### src/rtl/bmh_ram.sv
`default_nettype none

module bmh_ram #(
	parameter int WIDTH = 8,
	parameter int DEPTH = 256
) (
	input  wire logic                     clk,
	input  wire logic                     we,
	input  wire logic [$clog2(DEPTH)-1:0] waddr,
	input  wire logic [WIDTH-1:0]         wdata,
	input  wire logic [$clog2(DEPTH)-1:0] raddr,
	output logic      [WIDTH-1:0]         rdata
);

	logic [WIDTH-1:0] mem_q [DEPTH];

	always_ff @(posedge clk) begin
		if (we) begin
			mem_q[waddr] <= wdata;
		end
		rdata <= mem_q[raddr];
	end

endmodule

`default_nettype wire

### config.mk
export PLATFORM = sky130hd
export DESIGN_NAME = bmh_ram
export DESIGN_NICKNAME = d
export VERILOG_FILES = /design/src/rtl/bmh_ram.sv
export SDC_FILE = /design/constraint.sdc
export NUM_CORES = 2
export LEC_CHECK = 0
export BUFFER_PORTS_ARGS = -buffer_cell sky130_fd_sc_hd__buf_2
export CORE_ASPECT_RATIO = 1.75
export CORE_UTILIZATION = 57
export DETAILED_ROUTE_END_ITERATION = 16
export GPL_ROUTABILITY_DRIVEN = 0
export PLACE_DENSITY = 0.85
export SLEW_MARGIN = 5
export SYNTH_ARGS = -nofsm -noshare
export SYNTH_HDL_FRONTEND = slang
export SYNTH_SLANG_ARGS = --single-unit
### constraint.sdc
create_clock -name clk -period 2.3 [get_ports clk]
set_input_delay 0.46 -clock clk [delete_from_list [all_inputs] [get_ports clk]]
set_output_delay 0.46 -clock clk [all_outputs]
set_load 0.02 [all_outputs]
Word level (Yosys, flattened, before mapping)
Memories as Yosys holds them, arrays and structs flattened. A register that Yosys moved wholly into a read port is not among the register bits.
Cells that the tools add are included.
W data, S select, Z words.
{"block": "word_totals", "register_bits": 0, "ramBits": 2048, "input_bits": 26, "out_inout_bits": 8, "wordCells": 3, "n_memories": 1}
{"block": "op_classes", "muxes": 2}
{"memory": "mem_q", "depth": 256, "width": 8, "rd": 1, "rd_ports_with_merged_regs": 1, "write_ports": 1, "line": "15", "rtl": "logic [WIDTH-1:0] mem_q [DEPTH];"}
{"cell": "$mux W1", "count": 2}

Depth between registers and ports, before layout
{"block": "logic_depth", "ltp_word": 2, "ltp_mapped": 11, "depth_no_buf": 6}

Worst setup path before layout
OpenSTA, ideal clock, no wires.
{"block": "synth_path", "kind": "input to register", "from": "input port raddr[0]", "to": "register rdata[2] (read register of mem_q)", "arrival_ps": 2267, "required_time_ps": 2169, "slack_ps": -98, "path_stages": 9, "path_buffers": 4, "cell_sequence": "buf_6 buf_12 buf_8 buf_2 mux4_2 a22oi_1 a21oi_1 nor4_1 nor4_2"}
{"item": "start: declaration", "line": "11", "rtl": "input wire logic [$clog2(DEPTH)-1:0] raddr,"}
{"item": "end: declaration", "line": "12", "rtl": "output logic [WIDTH-1:0] rdata"}

==> summary.json <==
{
  "min_path_type": "input pin to flop",
  "pin_count_of_the_biggest_net_entering_global_routing": 76,
  "synth_edf_count": 2048,
  "clock_skew_after_layout_ps": 26.8,
  "cp_common_cell": "sky130_fd_sc_hd__buf_16",
  "regToRegSetupSlack_ps": -660,
  "die_height_um": 496,
  "worst_r2r_startpoint": "mem_q[177][3]",
  "worstSetupStartpointType": "input pin",
  "synth_area_leaders": "sky130_fd_sc_hd__edfxtp_1 77%, sky130_fd_sc_hd__mux4_2 13%, sky130_fd_sc_hd__mux2i_1 1.7%, sky130_fd_sc_hd__nor2_1 1.3%, sky130_fd_sc_hd__a22oi_1 1.3%",
  "synth.most_common_cell": "sky130_fd_sc_hd__edfxtp_1",
  "numCtsBuffers": 157,
  "critPathMaxFanout": 12,
  "finalSetupViolCount": 8,
  "run_status": "finished, violations left",
  "detail_route.vias_per_cell": 7.51,
  "gr-usage-all-layers_pct": 35.6,
  "synthFlopType": "sky130_fd_sc_hd__edfxtp_1",
  "clock_tree_from_tritoncts": "done",
  "failing_checks": "setup timing",
  "finalSetupTns_ps": -2810,
  "p_leak_nw": 30.3,
  "end_point_of_the_critical_path": "rdata[3]",
  "initial_core_utilization_pct": 57.3,
  "drt_pre_antenna_iters": 6,
  "timing.setup.critical_path_class": "input pin to flop",
  "tritoncts_num_sinks": 2056,
  "clock.fmax_mhz": 329,
  "cp-startpoint": "raddr[0]",
  "syn_to_final_growth_pct": 17.3,
  "die_width_um": 284,
  "place_worst_setup_slack_ps": -1350,
  "synth_top_area_share_pct": 77.3,
  "final_hold_viol_count": 0,
  "dp.final_hpwl_um": 143000,
  "post_synth_inst_count": 3733,
  "initialDrtViolationCount": 10200,
  "design.core.area_sq_um": 139000,
  "timing.final.crit_period_ps": 3040,
  "die-area_sq_um": 141000,
  "synth_warn": 0,
  "fp_rows": 181,
  "route.final.wire_length_um": 263000,
  "vdd.ir_drop.worst_mv": 0.602,
  "post_synthesis_async_set_or_reset_flop_share_pct": 0,
  "top_level_ports": 34,
  "maxSlewHeadroom_pct": 16.9,
  "vias_in_the_first_global_route": 47300,
  "vias": 48200,
  "critical_path.cell_chain": "buf_16 -> buf_16 -> buf_12 -> buf_4 -> buf_16 -> mux4_2 -> a22oi_1 -> a31oi_1 -> nor4_4 -> buf_4 -> nor4_2",
  "clk_pin_slew_ps": 80,
  "avgRoutedWirePerCell_um": 40.9,
  "arrival_ps": 3680,
  "layout_worst_path_cycle_share_pct": 132,
  "fin_total_pwr_w": 0.0749,
  "cts_root_buffer": "sky130_fd_sc_hd__clkbuf_16",
  "post_synth_cell_types": 55,
  "synth_area_leader_cell": "sky130_fd_sc_hd__edfxtp_1",
  "synth.net_count": 3759,
  "worst-slew-pin-transition_ps": 1250,
  "worst_skew_pair.late_latency_ps": 820,
  "max-cap-violations": 0,
  "gr-total-overflow": 0,
  "ant_nets": 0,
  "critical_path.slowest_cell": "sky130_fd_sc_hd__a22oi_1",
  "drive_above_1_share_pct": 34.7,
  "ys_seq_elements": 2056,
  "grt_pass1_wl_um": 349000,
  "synth_top_cells_by_count": "2048 x sky130_fd_sc_hd__edfxtp_1, 454 x sky130_fd_sc_hd__mux4_2, 282 x sky130_fd_sc_hd__nor2_1, 134 x sky130_fd_sc_hd__mux2i_1, 133 x sky130_fd_sc_hd__a22oi_1",
  "grt_setup_unrepaired": "true",
  "critical_path.reg2reg.endpoint": "rdata[3]",
  "worst_path_largest_cell_delay_ps": 980,
  "timing.hold.worst_path_depth": 1,
  "final.setup.worst_slack_ps": -737,
  "port_buffer_count": 33,
  "nets": 4474,
  "synth_area_sq_um": 79600,
  "number_of_antenna_violations_at_the_first_check_in_global_routing": 21,
  "cts-hold-fix-buffers": 0,
  "drt_drc_violations_left": 0,
  "worst-endpoint-required_ps": 2940,
  "power_density_nw_per_um2": 803,
  "reg2regPathDepth": 6,
  "synth_sequential_area_ratio_pct": 77.5,
  "final-max-slew-violation-count": 0,
  "timing.critical_path.to_type": "flop",
  "syn_area_per_cell_sq_um": 21.3,
  "clockBufferDepth": 3,
  "htree_num_levels": 4
}
-- stage by stage --
stage,util [%],area (sq um),hold slack (ps),instances
floorplan,-,79700,559,3733
global route,67.2,93300,165,6411
finish,67.2,93300,180,6419
detailed placement,62.8,87200,940,6105
global placement,62.8,87200,939,6105
CTS,66.9,92900,160,6405
-- worst max-delay path, delay by kind of cell --
family	cells	cell delay [ps]
mux	1	520
compound gates	2	1320
buf+inv	6	970
simple gates	2	370
-- worst min-delay path by stage --
stage / from / slack, ps / end
finish: wdata[0] / 180 / mem_q[104][0]
global route: wdata[4] / 170 / mem_q[157][4]
CTS: wdata[1] / 160 / mem_q[124][1]
detailed placement: rdata[1] / 940 / rdata[1]
global placement: rdata[1] / 940 / rdata[1]
floorplan: wdata[0] / 560 / mem_q[0][0]
-- layout make-up --
class                           count  area, sq um
Sequential cell                  2056        61700
Fill cell                        7365        45500
Multi-Input combinational cell   1442        17000
Timing Repair Buffer              789         7130
Clock buffer                      185         4120
Tap cell                         1830         2290
Clock inverter                    106         1020
Antenna cell                        9         22.5
Inverter                            2         7.51
-- report_power, final --
group / internal [W] / switching [W]
Clock: 0.0146 / 0.0139
Sequential: 0.0412 / 0.0000840
Combinational: 0.00192 / 0.00325
Total: 0.0578 / 0.0172
-- sequential cells by signal, summed over array words and instances (netlist names) --
| name | count |
|---|---|
| rdata | 8 |
| mem_q | 2048 |
-- timing repair --
| action | CTS | global route |
|---|---|---|
| endpoints found under the setup margin | 8 | 8 |
| pin swaps | 13 | 22 |
| resized for setup | 67 | 63 |
| cloned | 2 | 0 |
| buffers inserted | 7 | 5 |
-- logic make-up (layout without fill, tap and decap cells) --
group / after synthesis / after routing / synth area share (%)
flip-flops: 2056 / 2056 / 77.5
multiplexers: 591 / 591 / 14.6
AND/OR/NAND/NOR: 466 / 466 / 2.63
AO/OA/AOI/OAI: 385 / 385 / 3.42
buffers and inverters: 235 / 1082 / 1.83
other: 0 / 9 / 0
-- cells in the final DEF, fill, tap and decap left out, types with 13 or more instances in the layout --
| master | synthesis | routed |
|---|---|---|
| sky130_fd_sc_hd__buf_2 | 31 | 21 |
| sky130_fd_sc_hd__buf_6 | 21 | 16 |
| sky130_fd_sc_hd__a22oi_1 | 133 | 125 |
| sky130_fd_sc_hd__clkbuf_16 | 0 | 159 |
| sky130_fd_sc_hd__bufinv_16 | 0 | 14 |
| sky130_fd_sc_hd__clkbuf_1 | 111 | 22 |
| sky130_fd_sc_hd__nor4_2 | 3 | 13 |
| sky130_fd_sc_hd__clkinv_2 | 0 | 35 |
| sky130_fd_sc_hd__o221ai_1 | 46 | 40 |
| sky130_fd_sc_hd__nor2_1 | 282 | 276 |
| sky130_fd_sc_hd__edfxtp_1 | 2048 | 2048 |
| sky130_fd_sc_hd__a21oi_1 | 96 | 83 |
| sky130_fd_sc_hd__buf_4 | 27 | 657 |
| sky130_fd_sc_hd__nand3_1 | 34 | 34 |
| sky130_fd_sc_hd__nor2b_1 | 31 | 24 |
| sky130_fd_sc_hd__a21oi_2 | 0 | 13 |
| sky130_fd_sc_hd__nand2_1 | 33 | 33 |
| sky130_fd_sc_hd__o22ai_1 | 28 | 28 |
| sky130_fd_sc_hd__clkinv_1 | 1 | 24 |
| sky130_fd_sc_hd__mux2i_1 | 134 | 134 |
| sky130_fd_sc_hd__buf_12 | 8 | 75 |
| sky130_fd_sc_hd__mux4_2 | 454 | 454 |
-- layer usage --
layer	part of all wire (%)	vias up	global-route usage (%)
met5	0.050	-	0
met4	11	20	30.0
met3	15	1825	9.74
met2	47	6078	57.7
met1	27	23200	39.1
li1	-	17100	-
Power figures use the tool's default switching activity.
