File: src/rtl/bmh_pkg.sv
`default_nettype none

package bmh_pkg;

	localparam int MAX_PATTERN   = 64;
	localparam int SUBJECT_DEPTH = 4096;
	localparam int ALPHABET      = 256;
	localparam int BYTE_W        = 8;
	localparam int POS_W         = 13;

	typedef logic [POS_W-1:0] pos_t;

	localparam logic [1:0] OP_PATTERN = 2'd0;
	localparam logic [1:0] OP_TRANS   = 2'd1;
	localparam logic [1:0] OP_SUBJECT = 2'd2;

	localparam logic REG_REVERSE_MODE    = 1'b0;
	localparam logic REG_USE_TRANSLATION = 1'b1;

	typedef struct packed {
		logic [1:0]        op;
		logic [BYTE_W-1:0] data_byte;
		logic [BYTE_W-1:0] entry_index;
		logic              last;
	} in_beat_t;

	typedef struct packed {
		logic found;
		pos_t position;
		logic overflow;
	} out_beat_t;

	typedef enum logic [1:0] {
		ST_IDLE,
		ST_CHECK,
		ST_RUN,
		ST_RESULT
	} state_t;

	typedef struct packed {
		logic clr;
		logic en;
		logic rev;
	} cell_ctl_t;

endpackage

`default_nettype wire

File: src/rtl/bmh_cell.sv
`default_nettype none

module bmh_cell (
	input  wire logic                         clk,
	input  wire logic                         arst_n,
	input  wire logic                         pat_we,
	input  wire logic [bmh_pkg::BYTE_W-1:0]   pat_byte,
	input  wire bmh_pkg::cell_ctl_t           ctl,
	input  wire logic [bmh_pkg::BYTE_W-1:0]   sym,
	input  wire logic                         head_in,
	input  wire logic                         tail_in,
	output logic                              match
);

	logic [bmh_pkg::BYTE_W-1:0] pat_q;
	logic                       match_q;

	always_ff @(posedge clk) begin
		if (pat_we) begin
			pat_q <= pat_byte;
		end
	end

	always_ff @(posedge clk or negedge arst_n) begin
		if (!arst_n) begin
			match_q <= 1'b0;
		end else if (ctl.clr) begin
			match_q <= 1'b0;
		end else if (ctl.en) begin
			match_q <= (ctl.rev ? tail_in : head_in) && (sym == pat_q);
		end
	end

	assign match = match_q;

endmodule

`default_nettype wire

File: config.mk
export PLATFORM = sky130hd
export DESIGN_NAME = bmh_cell
export DESIGN_NICKNAME = d
export VERILOG_FILES = /design/src/rtl/bmh_pkg.sv /design/src/rtl/bmh_cell.sv
export SDC_FILE = /design/constraint.sdc
export NUM_CORES = 1
export LEC_CHECK = 0
export BUFFER_PORTS_ARGS = -buffer_cell sky130_fd_sc_hd__buf_2
export CAP_MARGIN = 40
export CORE_AREA = 2 2 39 41
export DETAILED_ROUTE_END_ITERATION = 8
export DIE_AREA = 0 0 41 43
export PLACE_DENSITY = 0.68
export SYNTH_ARGS = -nofsm -noshare
export SYNTH_HDL_FRONTEND = slang
export SYNTH_SLANG_ARGS = --single-unit
File: constraint.sdc
create_clock -name clk -period 2.6 [get_ports clk]
set_clock_uncertainty 0.1 [all_clocks]
set_input_delay 0.39 -clock clk [delete_from_list [all_inputs] [get_ports clk]]
set_output_delay 0.39 -clock clk [all_outputs]
set_load 0.02 [all_outputs]
Word level (Yosys, flattened, before mapping)
Index checks and enable logic that the tools add are counted.

Input port bits: 24. Register bits after elaboration: 9. Logic and storage cells: 8. Output and inout bits: 1.

Reductions and logical operators: 2. Mux-type cells: 3. Equal/unequal tests: 1.

Operators with widths (count): $eq A8 B8 Y1 (1); $mux W1 (3); $reduce_bool A2 Y1 (1); $logic_and A1 B1 Y1 (1).

Depth between registers and ports, before layout
Gate-level depths: netlist of the first run.

Depth in word-level cells: 4. Depth in mapped cells: 4. Gate-level depth less buffers: 4.

Worst setup path after synthesis of the first run
No wires, ideal clock.

Path kind: reg-to-reg. Start: register pat_q[0] (netlist bit). End: register match_q, in the netlist match. Arrival: 0.963 ns. Cell stages (with the launch flop): 5. Setup time: 0.066 ns. Period minus slack after synthesis: 1.129 ns. Required time: 2.434 ns. Setup slack: 1.471 ns. Buffers on the path: 0. Path through: edfxtp_1 xnor2_1 nand4_1 nor4b_2 a22o_1.

Cells in the longest elaborated chain, start to end: 4.

Ends and longest elaborated chain: start, declared (RTL line bmh_cell.sv:15) `logic [bmh_pkg::BYTE_W-1:0] pat_q;`; start signal, assigned (RTL line bmh_cell.sv:20) `pat_q <= pat_byte;`; $eq A8 B8 Y1 (RTL line bmh_cell.sv:30) `match_q <= (ctl.rev ? tail_in : head_in) && (sym == pat_q);`; $logic_and A1 B1 Y1 (RTL line bmh_cell.sv:30); $mux W1 (RTL line bmh_cell.sv:29) `end else if (ctl.en) begin`; $mux W1 (RTL line bmh_cell.sv:27) `end else if (ctl.clr) begin`; end signal, assigned (RTL line bmh_cell.sv:30); end, declared (RTL line bmh_cell.sv:16) `logic match_q;`.

No other way between the ends. The select of a mux whose other input is x is not followed. A chain may end at the register's enable or synchronous reset.

Worst setup path after layout of the first run
Start: register match_q, in the netlist match. End: output match.

RTL lines: end, declared (RTL line bmh_cell.sv:12) `output logic match`.

No word-level cell between the ends.

==> results.json, run 1 <==
{
  "run_status": "finished clean",
  "final_core_util_pct": 40.87,
  "max_fo_critical_path": 2,
  "cts.clk_slew.worst_paths_ns": 0.06,
  "total_neg_setup_slack_ns": 0,
  "period_minus_slack_ns": 1.275,
  "critical_path_buf_inv_count": 1,
  "clock_sink_count": 9,
  "design.portCount": 25,
  "routed-via-count": 283,
  "place.gp.congestion": 0.6408,
  "placement.io_buffers": 24,
  "r2r.worst_path.cells": 4,
  "synth.ff_latch_count": 9,
  "cts_tree": "yes",
  "clock.fmax_mhz": 784.1,
  "distinct_cells_synth": 10,
  "number_of_global_route_vias_before_repair": 288,
  "power.ir.vdd_worst_mv": 0.2976,
  "drt_pass1_iterations": 2,
  "fin_nets": 77,
  "class_of_the_tightest_hold_or_removal_check": "in -> reg",
  "maxSlewHeadroom_pct": 82.71,
  "post-route-drc-count": 0,
  "start_util_pct": 28.12,
  "worst_slew_pin_slew_ns": 0.2570,
  "seq_area_frac_synth_pct": 68.17,
  "report.final.hold_viol_count": 0,
  "insertion_delay_to_the_later_sink_of_the_worst_skew_pair_ns": 0.25,
  "drv_slew": 0,
  "busiest_layer": "met2",
  "drt_wl_total_um": 635,
  "crit_slowest_cell": "dfrtp_1",
  "seq_area_um2": 265.3,
  "postSynthCellCount": 23,
  "cts-htree-levels": 1,
  "leakagePower_nw": 0.2450,
  "rsz_0062_raised_after_global_routing": "false",
  "routedWlPerCell_um": 9.338,
  "design.core.area_mm2": 0.001384,
  "power_density_mw_per_mm2": 554.2,
  "globalRouteTotalUtil_pct": 9.908,
  "antenna_found_initial": 0,
  "critical_path_arrival_ns": 0.79,
  "final_instance_count_without_filler_cells": 68,
  "worstSetupEndpointType": "primary output",
  "fraction_of_final_layout_cells_sized_beyond_drive_strength_1_pct": 55.77,
  "groute.layer.met3.usage_pct": 4.712,
  "syn-mean-instance-area_um2": 16.92,
  "report.final.setup_viol": 0,
  "clock_root_buffer": "clkbuf_4",
  "grt_overflow": 0,
  "crit_path_cell_count": 1,
  "post-route-period-util_pct": 49.05,
  "max_cap_violations": 0,
  "ys.warnings.count": 0,
  "cpLargestDelayFamily": "flip-flops",
  "post_cts_resized": 0,
  "post_drt_via_cell_ratio": 4.162,
  "grt_start_max_net_pins": 9,
  "die_width_um": 41,
  "met2_usage_pct": 15.00,
  "die_area_mm2": 0.001763,
  "mappedNetlistArea_um2": 389.1,
  "route.antenna.remaining_nets": 0,
  "antenna_cells_inserted": 0,
  "drt_first_iter_violations": 1,
  "multi_input_area_um2": 123.9,
  "place_inst": 63,
  "clock_tree.buffer_depth": 2,
  "syn_to_final_growth_pct": 45.34,
  "nFillCells": 139,
  "first_pass_grt_wire_length_um": 1069,
  "timing.critical_path.slowest_cell_delay_ns": 0.38,
  "global_route.usage.met1_pct": 9.524,
  "worstSetupPathType": "reg -> out",
  "worstHoldPathCells": 1,
  "die_height_um": 43,
  "worst-r2r-setup-slack_ns": 1.41,
  "syn-num-nets": 47,
  "tritoncts.num_buffers": 3,
  "worstPathCellList": "buf_2",
  "placement_rows": 14,
  "cp-start-kind": "flip-flop",
  "worst_ep_required_time_ns": 2.11
}
through the flow:
step	instance area [µm²]	setup slack [ns]	hold WS, ns	total power [mW]
final	565.5	1.325	0.2099	0.3134
after CTS	565.5	1.314	0.2027	0.3205
after detailed placement	529.3	1.311	0.06869	0.2145
after floorplan	389.1	1.471	-0.005591	0.1912
after global placement	529.3	1.327	0.07160	0.2134
after global routing	565.5	1.269	0.1958	0.3364
synth_stat cells, drive strengths merged:
cell / number / share of area [%]
edfxtp: 8 / 62
xnor2: 4 / 9.0
xor2: 4 / 9.0
a22o: 1 / 2.3
dfrtp: 1 / 6.4
mux2i: 1 / 3.5
nand4: 1 / 1.6
nor2: 1 / 0.96
nor4: 1 / 1.6
nor4b: 1 / 3.9
logic make-up (layout without fill, tap and decap cells):
family / Yosys count / count (layout) / share of synthesized area, %
compound gates: 1 / 1 / 2.251
xor+xnor: 8 / 8 / 18.00
buf+inv: 0 / 29 / 0
flops: 9 / 9 / 68.17
mux: 1 / 1 / 3.536
simple gates: 4 / 4 / 8.039
layer usage:
metal | wire, µm | part of all wire (%) | vias up
met5 | 0 | 0 | -
met4 | 16 | 2.5 | 0
met3 | 50 | 7.9 | 2
met2 | 344 | 54 | 13
met1 | 225 | 35 | 124
li1 | - | - | 144
power breakdown:
part	internal (mW)	switching, mW	leakage [nW]	total (mW)
Clock	0.0588	0.0432	0.0150	0.102
Sequential	0.169	0.00415	0.0923	0.173
Combinational	0.0240	0.0142	0.138	0.0381
Total	0.252	0.0615	0.245	0.313
worst paths after layout:
check / to / start
max: match / match
min: pat_q[3] / pat_byte[3]
max reg2reg: match / pat_q[6]
min reg2reg: match / match
max in group asynchronous: match / arst_n
min in group asynchronous: match / arst_n
registers in the layout, summed over array words and instances, names as in the netlist:
| name | cells |
|---|---|
| pat_q | 8 |
| match | 1 |
area by class of cell:
| type | count | area share, % |
|---|---|---|
| Timing Repair Buffer | 25 | 23.01 |
| Sequential cell | 9 | 46.90 |
| Clock buffer | 4 | 4.646 |
| Tap cell | 16 | 3.540 |
| Multi-Input combinational cell | 14 | 21.90 |
what timing repair did:
action	4_1_cts	5_1_grt
setup buffers	0	0
hold buffers	1	0
hold endpoints to repair	1	0
layout by cell type, fill, tap and decap left out, types with 3 or more instances in the layout:
cell	instances
buf_2	24
edfxtp_1	8
xnor2_1	4
xor2_1	4
clkbuf_4	3
(Power assumes the default switching activity.)
==> run 2: changes to the inputs <==
ABC_AREA = 1   (was unset)
PLACE_DENSITY = 0.76   (was 0.68)
clock period = 1.1 ns   (was 2.6 ns; I/O delays follow)
==> run 2 against run 1 <==
  * Design area is 28% higher
  * Die area stayed put
  * Largest cell class unchanged
  * Critical path type is now reg -> reg
  * Critical endpoint is now match
  * Register-to-register slack worse by 1.4 ns
  * Sequential power is 140% higher
==> results.json, run 2 <==
{
  "postSynthCellCount": 56,
  "place.gp.congestion": 0.6587,
  "route.antenna.remaining_nets": 0,
  "report.final.setup_viol": 0,
  "final_common_cell": "buf_2",
  "class_of_the_tightest_hold_or_removal_check": "in -> reg",
  "clock_root_buffer": "clkbuf_4",
  "placement_rows": 14,
  "period_minus_slack_ns": 1.067,
  "report.final.hold_viol_count": 0,
  "dp.final_hpwl_um": 658.5,
  "clockPowerShare_pct": 29.9,
  "placement.io_buffers": 24,
  "max_fo_critical_path": 2,
  "synth_async_sr_flop_share_pct": 11.11,
  "synth_largest_type_area_fraction_pct": 52.89,
  "drt_pass1_iterations": 2,
  "synth-edff-count": 8,
  "antenna_found_initial": 0,
  "worst-r2r-setup-slack_ns": 0.03,
  "seq_area_frac_synth_pct": 58.40,
  "first_pass_grt_wire_length_um": 1566,
  "syn-mean-instance-area_um2": 8.110,
  "syn_to_final_growth_pct": 59.23,
  "routed-via-count": 456,
  "grt_overflow": 0,
  "critical_path_buf_inv_count": 0,
  "distinct_cells_synth": 9,
  "post-route-drc-count": 0,
  "place_inst": 96,
  "synth.ff_latch_count": 9,
  "start_util_pct": 32.82,
  "fraction_of_final_layout_cells_sized_beyond_drive_strength_1_pct": 29.79,
  "total_neg_setup_slack_ns": 0,
  "globalRouteTotalUtil_pct": 13.61,
  "highest_count_cells_in_the_layout_ignoring_fill_and_taps": "buf_2 (24), nand2_1 (23), inv_1 (14)",
  "largest_register_ff_count": 8,
  "timing.critical_path.slowest_cell_delay_ns": 0.41,
  "antenna_cells_inserted": 0,
  "rsz_0062_raised_after_global_routing": "true",
  "ys.warnings.count": 0,
  "worstSetupPathType": "reg -> reg",
  "p_switching_mw": 0.1716,
  "clock_tree.buffer_depth": 2,
  "drv_slew": 0,
  "postPlaceCellArea_um2": 594.3,
  "max_cap_violations": 0,
  "crit_slowest_cell": "edfxtp_1",
  "p_sw_share_pct": 21.72,
  "cts-htree-levels": 1,
  "pwr-share-seq_pct": 52.5,
  "drt_wl_total_um": 977,
  "syn-num-nets": 80,
  "power_density_mw_per_mm2": 1092,
  "p_int_mw": 0.6183,
  "cts_tree": "yes",
  "run_status": "finished clean",
  "worst_ep_required_time_ns": 1.17,
  "cts.clk_slew.worst_paths_ns": 0.05,
  "clock.fmax_mhz": 937.5,
  "synth.most_common_cell": "nand2_1",
  "synthTopCellsByArea": "edfxtp_1 (53%), nand2_1 (19%), inv_1 (12%), dfrtp_1 (5.5%), nor2_1 (5.0%)",
  "final_design_area_no_fill_um2": 723.2,
  "worst_slew_pin_slew_ns": 0.1715,
  "routedWlPerCell_um": 8.882,
  "leakagePower_nw": 0.4079,
  "cp-start-kind": "flip-flop",
  "cpMostUsedCell": "nand2_1",
  "worstSetupEndpointType": "flip-flop",
  "design.portCount": 25,
  "worstPathCellList": "nand2_1, nand2_1, nor2_2, nand4_1, a21oi_1",
  "die_height_um": 43,
  "drt_first_iter_violations": 3,
  "power.ir.vdd_worst_mv": 0.7017,
  "tritoncts.num_buffers": 3,
  "post_drt_via_cell_ratio": 4.145,
  "synthFlopType": "edfxtp_1",
  "insertion_delay_to_the_later_sink_of_the_worst_skew_pair_ns": 0.25,
  "die_area_mm2": 0.001763,
  "synthDominantAreaCellType": "edfxtp_1",
  "critical_path_arrival_ns": 1.14,
  "final_instance_count_without_filler_cells": 110,
  "cts_post_setup_buffers_inserted": 0,
  "maxSlewHeadroom_pct": 88.56,
  "design.core.area_mm2": 0.001384,
  "clock_sink_count": 9,
  "power.share.combinational_pct": 17.5,
  "fin_nets": 119,
  "die_width_um": 41,
  "post-route-period-util_pct": 96.97,
  "max_flop_register": "pat_q",
  "timing.hold.ws_ns": 0.06767,
  "grt_start_max_net_pins": 9,
  "fin_total_pwr_mw": 0.7899,
  "synth_top_cells_by_count": "nand2_1 (23), inv_1 (14), edfxtp_1 (8)",
  "number_of_global_route_vias_before_repair": 467,
  "cpLargestDelayFamily": "flip-flops",
  "mappedNetlistArea_um2": 454.2
}
## run 2: cell types whose count changed in the layout (fill, tap and decap cells not counted)
| cell | change |
|---|---|
| nor4b_2 | -1 |
| nand2_1 | +23 |
| o21bai_1 | +1 |
| xnor2_1 | -4 |
| xor2_1 | -3 |
| nor2_2 | +1 |
| inv_1 | +14 |
| mux2i_2 | -1 |
| dlygate4sd3_1 | +9 |
| a22o_1 | -1 |
| nor2_1 | +4 |
| a21oi_1 | +1 |
| nor4_1 | -1 |
## run 2: power groups by stage
stage / sequential [mW] / combinational, mW / clock [mW]
final: 0.415 / 0.138 / 0.237
after global routing: 0.417 / 0.155 / 0.269
after CTS: 0.414 / 0.134 / 0.254
after detailed placement: 0.421 / 0.107 / 0
after global placement: 0.419 / 0.103 / 0
after floorplan: 0.420 / 0.0479 / 0
## run 2: cell families (layout without fill, tap and decap cells)
family          Yosys count  in the layout  share of synthesized area (%)
buf+inv                  14             52                          11.57
compound gates            2              2                          2.754
xor+xnor                  1              1                          1.929
simple gates             30             30                          25.34
flops                     9              9                          58.40
## run 2: worst paths after layout
kind	startpoint	end	cells past startpoint
min in group asynchronous	arst_n	match	2
worst min register to register	match	match	2
worst max register to register	pat_q[0]	match	5
max in group asynchronous	arst_n	match	2
worst max-delay path	pat_q[0]	match	5
worst min-delay path	ctl[2]	match	3
## run 2: metrics by stage
stage	utilization, %	setup slack, ns
5_1_grt	52.26	-0.03473
2_1_floorplan	-	0.1391
4_1_cts	52.08	0.03144
3_3_place_gp	42.95	0.08316
6_report	52.26	0.03333
3_5_place_dp	42.95	0.08047
## run 2: final cells by class
cell class | count | area [µm²]
Multi-Input combinational cell | 33 | 138.9
Fill cell | 117 | 660.6
Clock buffer | 4 | 26.28
Timing Repair Buffer | 34 | 220.2
Inverter | 14 | 52.55
Tap cell | 16 | 20.02
Sequential cell | 9 | 265.3
## run 2: what timing repair did
item                                    in CTS  in global routing
resized for setup                            0                  1
hold buffers                                10                  0
endpoints found under the setup margin       0                  1
hold endpoints to repair                    10                  0
## run 2: routing by layer
layer	part of all wire [%]	global-route usage, %	vias to the layer above
li1	-	-	243
met1	37	10.62	186
met2	54	24.06	21
met3	5.4	3.665	6
met4	4.3	12.00	0
met5	0	0	-
## run 2: tightest hold or removal path: cells and delay by family
kind,cells,cell delay [ns]
AO/OA/AOI/OAI,2,0.13
buffers and inverters,1,0.08
==> run 3: changes to the inputs <==
--- a/config.mk
+++ b/config.mk
@@ -14,2 +14,3 @@
 export PLACE_DENSITY = 0.76
+export REMOVE_ABC_BUFFERS = 1
 export SYNTH_ARGS = -nofsm -noshare
==> constraint.sdc (replaced) <==
create_clock -name clk -period 1.1 [get_ports clk]
set_clock_uncertainty 0.1 [all_clocks]
set_input_delay 0.275 -clock clk [delete_from_list [all_inputs] [get_ports clk]]
set_output_delay 0.275 -clock clk [all_outputs]
set_load 0.02 [all_outputs]
==> run 3 against run 2 <==
  * The run now ends with negative setup slack left
  * Core utilization is 6.2 points lower
  * Routed wire length is 24% lower
  * Hold slack improved by 0.024 ns
  * Largest power group unchanged
  * Highest routed layer is now met3
==> results.json, run 3 (synthesis gave the netlist of run 2 again) <==
{
  "timing.critical_path.slowest_cell_delay_ns": 0.40,
  "run_status": "finished with violations",
  "routedWlPerCell_um": 7.396,
  "globalRouteTotalUtil_pct": 9.836,
  "die_width_um": 41,
  "rsz_0062_raised_after_global_routing": "true",
  "cts-htree-levels": 1,
  "maxSlewHeadroom_pct": 88.76,
  "critical_path_buf_inv_count": 1,
  "grt_overflow": 0,
  "route.antenna.remaining_nets": 0,
  "seq_area_um2": 265.3,
  "clock_sink_count": 9,
  "drt_wl_total_um": 747,
  "start_util_pct": 32.82,
  "highest_count_cells_in_the_layout_ignoring_fill_and_taps": "nand2_1 (23), buf_2 (23), inv_1 (14)",
  "clock_tree.buffer_depth": 2,
  "placement.io_buffers": 24,
  "clock.fmax_mhz": 859.1,
  "max_flop_register": "pat_q",
  "r2r-end": "match",
  "worst_hold_startpoint": "pat_byte[3]",
  "cpLargestDelayFamily": "flip-flops",
  "dp.final_hpwl_um": 622.5,
  "violations": "negative setup slack",
  "antenna_cells_inserted": 0,
  "design.core.area_mm2": 0.001384,
  "leakagePower_nw": 0.3713,
  "place_inst": 96,
  "die_height_um": 43,
  "cts_post_setup_buffers_inserted": 0,
  "post-route-period-util_pct": 105.8,
  "die_area_mm2": 0.001763,
  "cts_tree": "yes",
  "placement_rows": 14,
  "crit_slowest_cell": "dfrtp_1",
  "report.final.hold_viol_count": 0,
  "final_design_area_no_fill_um2": 636.9,
  "post_drt_via_cell_ratio": 4.050,
  "post-route-drc-count": 0,
  "nFillCells": 129,
  "drt_pass1_iterations": 4,
  "worstSetupEndpointType": "primary output",
  "fin_nets": 110,
  "cts.clk_slew.worst_paths_ns": 0.06,
  "largest_register_ff_count": 8,
  "final_core_util_pct": 46.02,
  "worst_ep_required_time_ns": 0.72,
  "final.setup.worst_slack_ns": -0.06398,
  "final_instance_count_without_filler_cells": 101,
  "worst-r2r-setup-slack_ns": 0.05,
  "place_ws_ns": 0.04222,
  "place.gp.congestion": 0.6887,
  "max_cap_violations": 0,
  "worstSetupPathType": "reg -> out",
  "cp-start-kind": "flip-flop",
  "fraction_of_final_layout_cells_sized_beyond_drive_strength_1_pct": 31.76,
  "critical_path_arrival_ns": 0.79,
  "critical_path.reg2reg.startpoint": "pat_q[7]",
  "drv_slew": 0,
  "clock_root_buffer": "clkbuf_4",
  "max_fo_critical_path": 2,
  "r2r.worst_path.cells": 7,
  "fin_total_pwr_mw": 0.7694,
  "grt_start_max_net_pins": 9,
  "routed-via-count": 409,
  "antenna_found_initial": 0,
  "hold_end": "pat_q[3]",
  "syn_to_final_growth_pct": 40.22,
  "postPlaceCellArea_um2": 594.3,
  "insertion_delay_to_the_later_sink_of_the_worst_skew_pair_ns": 0.25,
  "worstHoldPathCells": 1,
  "design.portCount": 25,
  "class_of_the_tightest_hold_or_removal_check": "in -> reg",
  "power.ir.vdd_worst_mv": 0.7035,
  "power_density_mw_per_mm2": 1208,
  "tritoncts.num_buffers": 3,
  "drt_first_iter_violations": 11,
  "report.final.setup_viol": 1,
  "worst_slew_pin_slew_ns": 0.1686,
  "period_minus_slack_ns": 1.164,
  "first_pass_grt_wire_length_um": 1097,
  "number_of_global_route_vias_before_repair": 347,
  "worstPathCellList": "buf_6",
  "timing.hold.ws_ns": 0.09183,
  "total_neg_setup_slack_ns": -0.06398,
  "multi_input_area_um2": 136.4
}
==> run 3: changes by cell type in the layout (fill, tap and decap cells not counted), sizes merged <==
cell         previous run  this run
dlygate4sd3            10         1
==> run 3: how the worst max path moves through the flow <==
stage                        start  endpoint  slack, ns  cells after the start
after global placement      ctl[0]     match       0.09                      8
final                        match     match      -0.06                      1
after floorplan           pat_q[7]     match       0.14                      7
after global routing         match     match      -0.09                      1
after detailed placement  pat_q[7]     match       0.04                      7
after CTS                    match     match      -0.08                      1
==> run 3: repair_timing <==
action,CTS,global route
setup endpoints to repair,1,2
resized for setup,2,0
hold buffers,1,0
hold endpoints to repair,1,0
gates cloned,0,0
==> run 3: area by class of cell <==
class,instances,area share [%]
Timing Repair Buffer,25,21.41
Multi-Input combinational cell,33,21.41
Tap cell,16,3.143
Clock buffer,4,4.126
Inverter,14,8.251
Sequential cell,9,41.65
==> run 3: layer usage <==
metal / share of wire (%) / track usage (%) / wire, µm
met3: 5.6 / 3.141 / 42
met2: 53 / 15.94 / 395
met5: 0 / 0 / 0
met1: 41 / 8.935 / 308
met4: 0 / 8.667 / 0
==> run 3: power by group <==
part | switching (mW) | internal (mW)
Sequential | 0.0117 | 0.401
Combinational | 0.0522 | 0.0582
Clock | 0.107 | 0.139
Total | 0.171 | 0.599
